`config.mk`:
```
export PLATFORM = sky130hd
export DESIGN_NAME = toeplitz_rss_queue_steer
export DESIGN_NICKNAME = d
export VERILOG_FILES = /design/src/rtl/trss_pkg.sv /design/src/rtl/toeplitz_rss_queue_steer.sv /design/src/rtl/trss_parse.sv /design/src/rtl/trss_rem_step.sv
export SDC_FILE = /design/constraint.sdc
export NUM_CORES = 2
export LEC_CHECK = 0
export BUFFER_PORTS_ARGS = -buffer_cell sky130_fd_sc_hd__clkbuf_2
export CORE_MARGIN = 3
export CORE_UTILIZATION = 55
export DETAILED_ROUTE_END_ITERATION = 7
export HOLD_SLACK_MARGIN = 0.06
export PLACE_DENSITY = 0.69
export SETUP_SLACK_MARGIN = 0.3
export SLEW_MARGIN = 30
export SYNTH_ARGS = -nofsm -noshare
export SYNTH_HDL_FRONTEND = slang
export SYNTH_HIERARCHICAL = 1
export SYNTH_SLANG_ARGS = --single-unit
```
`constraint.sdc`:
```
create_clock -name clk -period 9.95 [get_ports clk]
set_input_delay 1.4925 -clock clk [delete_from_list [all_inputs] [get_ports clk]]
set_output_delay 1.4925 -clock clk [all_outputs]
set_load 0.03 [all_outputs]
```
`src/rtl/trss_pkg.sv`:
```
// Shared types, codes and constants for the Toeplitz receive-side scaling steering block.
// Used by the parser, the remainder step, the top level and the checker.
package trss_pkg;

    localparam int unsigned TABLE_SIZE_DEF = 32;
    localparam int unsigned HASH_W         = 32;
    localparam int unsigned KEY_W          = 128;
    localparam int unsigned REM_W          = 6;
    localparam int unsigned REM_STEPS      = 4;
    localparam int unsigned DIV_STAGES     = HASH_W / REM_STEPS;
    localparam int unsigned ENTRY_W        = 5;
    localparam int unsigned TAG_W          = 6;

    localparam logic [15:0] ETYPE_IPV4   = 16'h0800;
    localparam logic [15:0] TPID_QINQ    = 16'h88A8;
    localparam logic [15:0] ETH_HDR_LEN  = 16'd14;
    localparam logic [15:0] TAG_LEN      = 16'd4;
    localparam logic [15:0] L3L4_LEN     = 16'd24;
    localparam logic [15:0] QINQ_MIN_LEN = 16'd18;

    typedef enum logic [1:0] {
        ACT_PASS     = 2'd0,
        ACT_NOT_IPV4 = 2'd1,
        ACT_STEER    = 2'd2,
        ACT_TBL_WR   = 2'd3
    } action_t;

    typedef enum logic [1:0] {
        REG_KEY_VALID     = 2'd0,
        REG_KEY_HIGH      = 2'd1,
        REG_KEY_LOW       = 2'd2,
        REG_ACTIVE_QUEUES = 2'd3
    } cfg_reg_t;

    typedef struct packed {
        action_t             action;
        logic [HASH_W-1:0]   part0;
        logic [HASH_W-1:0]   part1;
        logic [HASH_W-1:0]   part2;
        logic [ENTRY_W-1:0]  tidx;
        logic [ENTRY_W-1:0]  tval;
    } parse_t;

    typedef struct packed {
        action_t             action;
        logic [HASH_W-1:0]   hash;
        logic [REM_W-1:0]    rem;
        logic [ENTRY_W-1:0]  tidx;
        logic [ENTRY_W-1:0]  tval;
    } item_t;

    // Key bit j is bit KEY_W-1-j of the packed key; the window starts at key bit pos.
    function automatic logic [HASH_W-1:0] key_window(input logic [KEY_W-1:0] key,
                                                     input int unsigned pos);
        return key[KEY_W-1-pos -: HASH_W];
    endfunction

endpackage

```
`src/rtl/toeplitz_rss_queue_steer.sv`:
```
// Top level of the Toeplitz receive-side scaling queue steering block.
// Depends on trss_pkg, trss_parse and trss_rem_step.
//
//  channel | direction | handshake              | payload
//  --------+-----------+------------------------+--------------------------------------
//  in      | sink      | in_valid / in_ready    | cmd .. table_value
//  out     | source    | out_valid / out_ready  | action, hash, queue_tag
//  cfg     | sink      | cfg_valid / cfg_ready  | cfg_index, cfg_data
//
// There are twelve register stages, the first loaded at the accepting edge: decode and
// partial hash, hash combine, eight remainder stages of four bits each, table read,
// output. One transaction is accepted every cycle unless the output stalls; the
// remainder pipeline sets the depth. Each stage holds its item while the next one is
// full and cannot move on, so a stall at the output fills empty stages first and never
// drops or repeats a transaction.
// Reset clears key and valid bits and sets one active queue; no clearing pass is needed.
module toeplitz_rss_queue_steer
    import trss_pkg::*;
#(
    parameter int unsigned QUEUE_TABLE_SIZE = TABLE_SIZE_DEF
)
(
    input  logic        clk,
    input  logic        rst_n,

    input  logic        in_valid,
    output logic        in_ready,
    input  logic        cmd,
    input  logic        tag_present,
    input  logic [15:0] tag_proto,
    input  logic [15:0] outer_ethertype,
    input  logic [15:0] inner_ethertype,
    input  logic [15:0] frame_len,
    input  logic [31:0] ip_src,
    input  logic [31:0] ip_dst,
    input  logic [15:0] src_port,
    input  logic [15:0] dst_port,
    input  logic [4:0]  table_index,
    input  logic [4:0]  table_value,

    output logic        out_valid,
    input  logic        out_ready,
    output logic [1:0]  action,
    output logic [31:0] hash,
    output logic [5:0]  queue_tag,

    input  logic        cfg_valid,
    output logic        cfg_ready,
    input  logic [1:0]  cfg_index,
    input  logic [63:0] cfg_data
);

    localparam int unsigned IDX_W     = $clog2(QUEUE_TABLE_SIZE);
    localparam int unsigned MASK_W    = (IDX_W > REM_W) ? IDX_W : REM_W;
    localparam int unsigned TBL_STAGE = DIV_STAGES + 2;
    localparam int unsigned OUT_STAGE = TBL_STAGE + 1;

    logic               key_valid_reg;
    logic [63:0]        key_high_reg;
    logic [63:0]        key_low_reg;
    logic [REM_W-1:0]   active_queues_reg;
    logic [REM_W-1:0]   divisor;

    parse_t             pa_next;
    parse_t             pa_reg;
    item_t              st_reg [1:TBL_STAGE];
    logic [REM_W-1:0]   rem_out [DIV_STAGES];
    logic [OUT_STAGE:0] v_reg;
    logic [OUT_STAGE:0] adv;

    logic [ENTRY_W-1:0] mem [QUEUE_TABLE_SIZE];
    logic [QUEUE_TABLE_SIZE-1:0] tv_reg;
    logic [ENTRY_W-1:0] ent_reg;
    logic               ent_ok_reg;
    item_t              tsrc;
    logic               tbl_move;
    logic               wr_in_range;
    logic [IDX_W-1:0]   waddr;
    logic [IDX_W-1:0]   raddr;

    action_t            action_reg;
    logic [31:0]        hash_reg;
    logic [5:0]         queue_tag_reg;

    assign cfg_ready = 1'b1;
    assign divisor   = (active_queues_reg == '0) ? REM_W'(1) : active_queues_reg;

    always_ff @(posedge clk or negedge rst_n)
    begin
        if (!rst_n)
        begin
            key_valid_reg     <= 1'b0;
            key_high_reg      <= '0;
            key_low_reg       <= '0;
            active_queues_reg <= REM_W'(1);
        end
        else if (cfg_valid && cfg_ready)
        begin
            unique case (cfg_reg_t'(cfg_index))
                REG_KEY_VALID:     key_valid_reg     <= cfg_data[0];
                REG_KEY_HIGH:      key_high_reg      <= cfg_data;
                REG_KEY_LOW:       key_low_reg       <= cfg_data;
                REG_ACTIVE_QUEUES: active_queues_reg <= cfg_data[REM_W-1:0];
                default:           ;
            endcase
        end
    end

    trss_parse u_parse (
        .cmd             (cmd),
        .tag_present     (tag_present),
        .tag_proto       (tag_proto),
        .outer_ethertype (outer_ethertype),
        .inner_ethertype (inner_ethertype),
        .frame_len       (frame_len),
        .ip_src          (ip_src),
        .ip_dst          (ip_dst),
        .src_port        (src_port),
        .dst_port        (dst_port),
        .table_index     (table_index),
        .table_value     (table_value),
        .key_valid       (key_valid_reg),
        .key             ({key_high_reg, key_low_reg}),
        .res             (pa_next)
    );

    // A stage takes a new item when it is empty or its own item moves on.
    always_comb
    begin
        adv[OUT_STAGE] = !v_reg[OUT_STAGE] || out_ready;
        for (int i = OUT_STAGE - 1; i >= 0; i--)
        begin
            adv[i] = !v_reg[i] || adv[i+1];
        end
    end

    assign in_ready = adv[0];

    always_ff @(posedge clk or negedge rst_n)
    begin
        if (!rst_n)
        begin
            v_reg <= '0;
        end
        else
        begin
            if (adv[0])
            begin
                v_reg[0] <= in_valid;
            end
            for (int i = 1; i <= OUT_STAGE; i++)
            begin
                if (adv[i])
                begin
                    v_reg[i] <= v_reg[i-1];
                end
            end
        end
    end

    for (genvar g = 0; g < DIV_STAGES; g++)
    begin : g_rem
        trss_rem_step #(
            .STEPS (REM_STEPS)
        ) u_rem_step (
            .divisor (divisor),
            .rem_in  (st_reg[g+1].rem),
            .bits    (st_reg[g+1].hash[HASH_W-1-g*REM_STEPS -: REM_STEPS]),
            .rem_out (rem_out[g])
        );
    end

    always_ff @(posedge clk)
    begin
        if (adv[0])
        begin
            pa_reg <= pa_next;
        end
        if (adv[1])
        begin
            st_reg[1].action <= pa_reg.action;
            st_reg[1].hash   <= pa_reg.part0 ^ pa_reg.part1 ^ pa_reg.part2;
            st_reg[1].rem    <= '0;
            st_reg[1].tidx   <= pa_reg.tidx;
            st_reg[1].tval   <= pa_reg.tval;
        end
        for (int i = 0; i < DIV_STAGES; i++)
        begin
            if (adv[i+2])
            begin
                st_reg[i+2].action <= st_reg[i+1].action;
                st_reg[i+2].hash   <= st_reg[i+1].hash;
                st_reg[i+2].rem    <= rem_out[i];
                st_reg[i+2].tidx   <= st_reg[i+1].tidx;
                st_reg[i+2].tval   <= st_reg[i+1].tval;
            end
        end
        if (adv[TBL_STAGE])
        begin
            st_reg[TBL_STAGE] <= st_reg[TBL_STAGE-1];
        end
    end

    assign tsrc        = st_reg[TBL_STAGE-1];
    assign tbl_move    = adv[TBL_STAGE] && v_reg[TBL_STAGE-1];
    assign wr_in_range = {27'd0, tsrc.tidx} < 32'(QUEUE_TABLE_SIZE);
    assign waddr       = IDX_W'(tsrc.tidx);
    assign raddr       = IDX_W'(MASK_W'(tsrc.rem) & MASK_W'(QUEUE_TABLE_SIZE - 1));

    always_ff @(posedge clk)
    begin
        if (tbl_move)
        begin
            if (tsrc.action == ACT_TBL_WR)
            begin
                if (wr_in_range)
                begin
                    mem[waddr] <= tsrc.tval;
                end
            end
            else
            begin
                ent_reg <= mem[raddr];
            end
        end
    end

    always_ff @(posedge clk or negedge rst_n)
    begin
        if (!rst_n)
        begin
            tv_reg     <= '0;
            ent_ok_reg <= 1'b0;
        end
        else if (tbl_move)
        begin
            if (tsrc.action == ACT_TBL_WR)
            begin
                if (wr_in_range)
                begin
                    tv_reg[waddr] <= 1'b1;
                end
            end
            else
            begin
                ent_ok_reg <= tv_reg[raddr];
            end
        end
    end

    always_ff @(posedge clk)
    begin
        if (adv[OUT_STAGE])
        begin
            action_reg <= st_reg[TBL_STAGE].action;
            if (st_reg[TBL_STAGE].action == ACT_STEER)
            begin
                hash_reg      <= st_reg[TBL_STAGE].hash;
                queue_tag_reg <= {1'b0, (ent_ok_reg ? ent_reg : ENTRY_W'(0))} + TAG_W'(1);
            end
            else
            begin
                hash_reg      <= '0;
                queue_tag_reg <= '0;
            end
        end
    end

    assign out_valid = v_reg[OUT_STAGE];
    assign action    = action_reg;
    assign hash      = hash_reg;
    assign queue_tag = queue_tag_reg;

endmodule

```
`src/rtl/trss_parse.sv`:
```
// Header decode and Toeplitz partial hashes, one per 32-bit word of the 4-tuple.
// Depends on trss_pkg.
module trss_parse
    import trss_pkg::*;
(
    input  logic                cmd,
    input  logic                tag_present,
    input  logic [15:0]         tag_proto,
    input  logic [15:0]         outer_ethertype,
    input  logic [15:0]         inner_ethertype,
    input  logic [15:0]         frame_len,
    input  logic [31:0]         ip_src,
    input  logic [31:0]         ip_dst,
    input  logic [15:0]         src_port,
    input  logic [15:0]         dst_port,
    input  logic [4:0]          table_index,
    input  logic [4:0]          table_value,
    input  logic                key_valid,
    input  logic [KEY_W-1:0]    key,
    output parse_t              res
);

    logic        qinq;
    logic [15:0] proto;
    logic [15:0] min_len;
    logic [31:0] ports;

    assign qinq    = tag_present && (tag_proto == TPID_QINQ);
    assign proto   = qinq ? inner_ethertype : outer_ethertype;
    assign min_len = ETH_HDR_LEN + L3L4_LEN + (qinq ? TAG_LEN : 16'd0);
    assign ports   = {src_port, dst_port};

    always_comb
    begin
        res.tidx  = table_index;
        res.tval  = table_value;
        res.part0 = '0;
        res.part1 = '0;
        res.part2 = '0;
        if (cmd)
        begin
            res.action = ACT_TBL_WR;
        end
        else if (!key_valid)
        begin
            res.action = ACT_PASS;
        end
        else if (qinq && (frame_len < QINQ_MIN_LEN))
        begin
            res.action = ACT_PASS;
        end
        else if (proto != ETYPE_IPV4)
        begin
            res.action = ACT_NOT_IPV4;
        end
        else if (frame_len < min_len)
        begin
            res.action = ACT_PASS;
        end
        else
        begin
            res.action = ACT_STEER;
        end
        for (int b = 0; b < HASH_W; b++)
        begin
            if (ip_src[HASH_W-1-b])
            begin
                res.part0 = res.part0 ^ key_window(key, b);
            end
            if (ip_dst[HASH_W-1-b])
            begin
                res.part1 = res.part1 ^ key_window(key, HASH_W + b);
            end
            if (ports[HASH_W-1-b])
            begin
                res.part2 = res.part2 ^ key_window(key, 2*HASH_W + b);
            end
        end
    end

endmodule

```
`src/rtl/trss_rem_step.sv`:
```
// A few steps of restoring remainder by a 6-bit divisor, one hash bit per step.
// Depends on trss_pkg.
module trss_rem_step
    import trss_pkg::*;
#(
    parameter int unsigned STEPS = REM_STEPS
)
(
    input  logic [REM_W-1:0] divisor,
    input  logic [REM_W-1:0] rem_in,
    input  logic [STEPS-1:0] bits,
    output logic [REM_W-1:0] rem_out
);

    always_comb
    begin
        logic [REM_W:0] trial;
        logic [REM_W-1:0] r;
        r = rem_in;
        for (int s = 0; s < STEPS; s++)
        begin
            trial = {r, bits[STEPS-1-s]};
            if (trial >= {1'b0, divisor})
            begin
                trial = trial - {1'b0, divisor};
            end
            r = trial[REM_W-1:0];
        end
        rem_out = r;
    end

endmodule

```
## Word-level counts from Yosys, hierarchy flattened

Memories as Yosys holds them, arrays and structs flattened. A register that Yosys moved wholly into a read port is not among the register bits.
Index checks and enable logic that the tools add are counted.

| word-level totals | value |
|---|---|
| input bits | 243 |
| output and inout port bits | 43 |
| register bits | 328 |
| word-level logic and storage cells | 403 |
| memories | 2 |
| bits in writable memories | 660 |

Memories:

| memory | words | bits a word | read ports | clocked after memory_dff | write ports | RTL line | source |
|---|---|---|---|---|---|---|---|
| st_reg | 10 | 50 | 10 | 0 | 10 | toeplitz_rss_queue_steer.sv:66 | `item_t st_reg [1:TBL_STAGE];` |
| mem | 32 | 5 | 1 | 1 | 1 | toeplitz_rss_queue_steer.sv:71 | `logic [ENTRY_W-1:0] mem [QUEUE_TABLE_SIZE];` |

| operators by class | value |
|---|---|
| add/sub/neg operators | 34 |
| muxes and demuxes | 163 |
| bitwise logic cells | 97 |
| order comparisons | 37 |
| reduce and logical (&&, ||, !) cells | 36 |
| equality and inequality tests | 7 |

Operator list:

| kind | number |
|---|---|
| $mux W32 | 96 |
| $xor A32 B32 Y32 | 95 |
| $ge A7 B6 Y1 | 32 |
| $mux W6 | 33 |
| $sub A6 B6 Y6 | 32 |
| $or A32 B32 Y32 | 1 |
| $mux W1 | 25 |
| $add A6 B16 Y16 const A | 1 |
| $eq A16 B16 Y1 const B | 1 |
| $lt A16 B16 Y1 | 1 |
| $lt A16 B5 Y1 const B | 1 |
| $mux W16 | 1 |
| $ne A16 B12 Y1 const B | 1 |
| $logic_not A1 Y1 | 12 |
| $logic_or A1 B1 Y1 | 12 |
| $lt A5 B6 Y1 const B | 2 |
| $reduce_and A2 Y1 | 6 |
| $eq A2 B2 Y1 const B | 4 |
| $mux W2 | 4 |
| $add A5 B1 Y6 const B | 1 |
| $logic_not A6 Y1 | 1 |
| $bmux W1 S5 | 1 |
| $demux W1 S5 | 1 |
| $ge A5 B1 Y1 const B | 1 |
| other kinds (6) | 9 |

## Logic depth before layout (Yosys ltp)

| logic depth | value |
|---|---|
| depth in word-level cells | 63 |
| gate-level depth with buffers | 33 |
| depth with buffers taken out | 30 |

## Modules after synthesis

The synthesis kept the hierarchy.

Modules (own cells, without submodules):

| module | area an instance (sq um) | cells each | sequential area each (sq um) | instances |
|---|---|---|---|---|
| trss_parse | 40,129.7 | 6,667 | 0.0 | 1 |
| toeplitz_rss_queue_steer | 32,941.6 | 1,475 | 28,228.3 | 1 |
| trss_rem_step | 1,355.0 | 169 | 0.0 | 8 |

## Worst setup path after synthesis

OpenSTA, ideal clock, no wires.

| timing | value |
|---|---|
| path type | register to register |
| start point | reg active_queues_reg[1] |
| end point | reg, netlist name st_reg[0][105] |
| required time | 9.688 ns |
| cell stages (with the launch flop) | 33 |
| path buffers | 2 |
| library setup time | 0.262 ns |
| data arrival time | 8.461 ns |
| slack | 1.227 ns |
| period minus slack after synthesis | 8.723 ns |
| cell sequence | dfrtp_1 > or4_1 > o21bai_1 > ha_1 > nor2b_1 > o21ai_0 > or3b_2 > a31oi_1 > inv_1 > ha_1 > a21o_1 > o21bai_1 > a21oi_1 > and2_1 > clkbuf_1 > mux2_1 > ha_1 > a21o_1 > a21oi_1 > o21ai_0 > a21o_1 > or3_1 > buf_6 > mux2i_1 > ha_1 > nor2b_1 > o21a_1 > o21ai_1 > nand2b_1 > a211o_1 > a21oi_1 > o211ai_4 > mux2_1 |

RTL lines:

| what | RTL line | source |
|---|---|---|
| start: declaration | toeplitz_rss_queue_steer.sv:61 | `logic [REM_W-1:0] active_queues_reg;` |
| start signal: assignment | toeplitz_rss_queue_steer.sv:103 | `REG_ACTIVE_QUEUES: active_queues_reg <= cfg_data[REM_W-1:0];` |

==> flow_summary.yaml <==
sta:
  finalClockSkew_ps: 88.66
  period_share_pct: 87.70
  setup_slack_ps: 1224
  relSlewSlack_pct: 23.64
  final.min_clock_period_ps: 8726
  hold_viol_final: 0
  tns_ps: 0
  max_freq_mhz: 114.6
  slew_viol_final: 0
  holdWs_ps: 374.0
  worst_pin_slew_ps: 1145
  rsz0062_at_grt: "no"
  setup_viol: 0
synthesis:
  synth_cells: 9489
  syn_area_um2: 83850
  yosysWarnings: 6
  syn_area_per_cell_um2: 8.837
final_layout:
  n_fill_cell: 12980
  drive_above_1_share_pct: 8.819
  syn2layout_area_growth_pct: 7.544
  seqCellArea_um2: 28280
  multi_input_area_um2: 52470
  finalNetCount: 9850
  finalNonFillerCells: 11510
  largest_reg_flops: 477
status:
  violations: "DRC"
  status: "complete, but fails checks"
power_and_ir_drop:
  power.total_w: 0.04236
  p_clk_share_pct: 9.2
  p_sw_w: 0.01877
  peakVddDrop_uv: 566.5
  leakage_nw: 34.26
  power_frac_comb_pct: 70.5
  switching_share_pct: 44.31
  p_int_w: 0.02359
  p_per_area_nw_per_um2: 469.8
  power_frac_seq_pct: 20.3
clock_network:
  clock_latency_ps: 780
  cts_tree: "built"
  htreeDepth: 3
  cts_root_buf: "clkbuf_16"
  cts.sinks: 969
  cts_setup_buffers: 0
  ctsHoldBuffers: 0
  numCtsBuffers: 101
  cts.path.max_buffers: 3
  cts.clk_slew.worst_paths_ps: 60
  ctsResizeCount: 0
critical_path:
  end_kind: "register"
  crit_buf_inv: 2
  cpMostUsedCell: "ha_1"
  crit_type: "reg -> reg"
  reg2reg_depth: 31
  worstPathArrival_ps: 9180
  slowest_stage: "or4_1"
  path_delay_family: "compound AO/OA/AOI/OAI gates"
  crit_fanout: 20
  rr_startpoint: "active_queues_reg[2]$_DFFE_PN0P_"
  cp.required_ps: 10400
  slowest_delay_ps: 660
  cp.depth: 31
  start_kind: "register"
  crit_start: "active_queues_reg[2]$_DFFE_PN0P_"
floorplan:
  start_util_pct: 55.65
  core_area_um2: 150700
  die_y_um: 396.5
  rows: 142
  dieWidth_um: 396.5
  die_area_um2: 157200
  io_pins: 286
grt:
  antenna_found_initial: 34
  grt_max_degree: 132
  grt_pass1_vias: 69880
  grt.overflow.total: 0
  grt_pass1_wl_um: 432300
  grt_usage_pct: 36.25
place:
  placedCellCount: 11290
  place_congestion: 0.8847
  pre_cts_ws_ps: 1258
  hpwlAfterDp_um: 165600
  numPortBuffers: 283
route:
  drtAntennaViolNets: 0
  drt_iter0_drc: 9622
  routedWlPerCell_um: 25.48
  finalWirelength_um: 293300
  drc: 4
  first_pass_iters: 8
  dr_total_vias: 70140
  avgViaCountPerCell: 6.093
hold_path:
  hold_path_startpoint: "st_reg[0][266]$_DFFE_PP_"
  min_path_type: "reg -> reg"
  whs_path_depth: 0
flow_run:
  max_cap_violations: 0
[metal layers]
| layer | vias to the layer above | share of wire (%) | track usage (%) |
|---|---|---|---|
| met2 | 5594 | 42 | 54.69 |
| met5 | - | 0.044 | 0 |
| met3 | 1980 | 14 | 11.55 |
| met4 | 14 | 8.7 | 25.71 |
| li1 | 29860 | - | - |
| met1 | 32690 | 35 | 43.86 |
[path summary, 6_finish.rpt]
check	end	slack (ps)
max reg2reg	st_reg[0][55]$_DFFE_PP_	1220
max	st_reg[0][55]$_DFFE_PP_	1220
min reg2reg	st_reg[0][316]$_DFFE_PP_	370
min in group asynchronous	tv_reg[17]$_DFFE_PN0P_	660
min	st_reg[0][316]$_DFFE_PP_	370
max in group asynchronous	key_low_reg[56]$_DFFE_PN0P_	7890
[power by group through the flow]
stage          registers (W)  logic [W]  clock network (W)
2_1_floorplan        0.00780     0.0238                  0
3_3_place_gp         0.00858     0.0284                  0
3_5_place_dp         0.00864     0.0291                  0
4_1_cts              0.00857     0.0293            0.00398
5_1_grt              0.00868     0.0322            0.00414
6_report             0.00859     0.0299            0.00390
[placed cells by master, fill, tap and decap left out, drive strengths merged, types with 18 or more instances in the layout]
cell type / count
clkbuf: 409
dfrtp: 178
nor3: 35
a31oi: 24
o21ai: 80
and2: 44
nand2: 3174
nor2: 65
a21o: 73
o21a: 32
diode: 28
xor2: 747
inv: 155
clkinv: 41
edfxtp: 790
nand2b: 39
a211oi: 24
nand3: 34
mux4: 50
or2: 35
buf: 160
mux2i: 44
ha: 195
a211o: 18
fa: 32
nor2b: 39
a21oi: 138
xnor2: 2407
o31ai: 24
mux2: 235
[through the flow]
step	utilization, %	instance area, um2
after floorplan	-	83890
after global placement	57.30	86340
after detailed placement	57.38	86450
after CTS	59.70	89950
after global routing	59.83	90140
final	59.85	90180
[final cells by class]
type,count,area share (%)
Antenna cell,28,0.07770
Clock buffer,130,3.034
Clock inverter,61,0.8478
Inverter,148,0.6161
Multi-Input combinational cell,7721,58.19
Sequential cell,969,31.36
Tap cell,2016,2.797
Timing Repair Buffer,439,3.083
(Power assumes the default switching activity.)
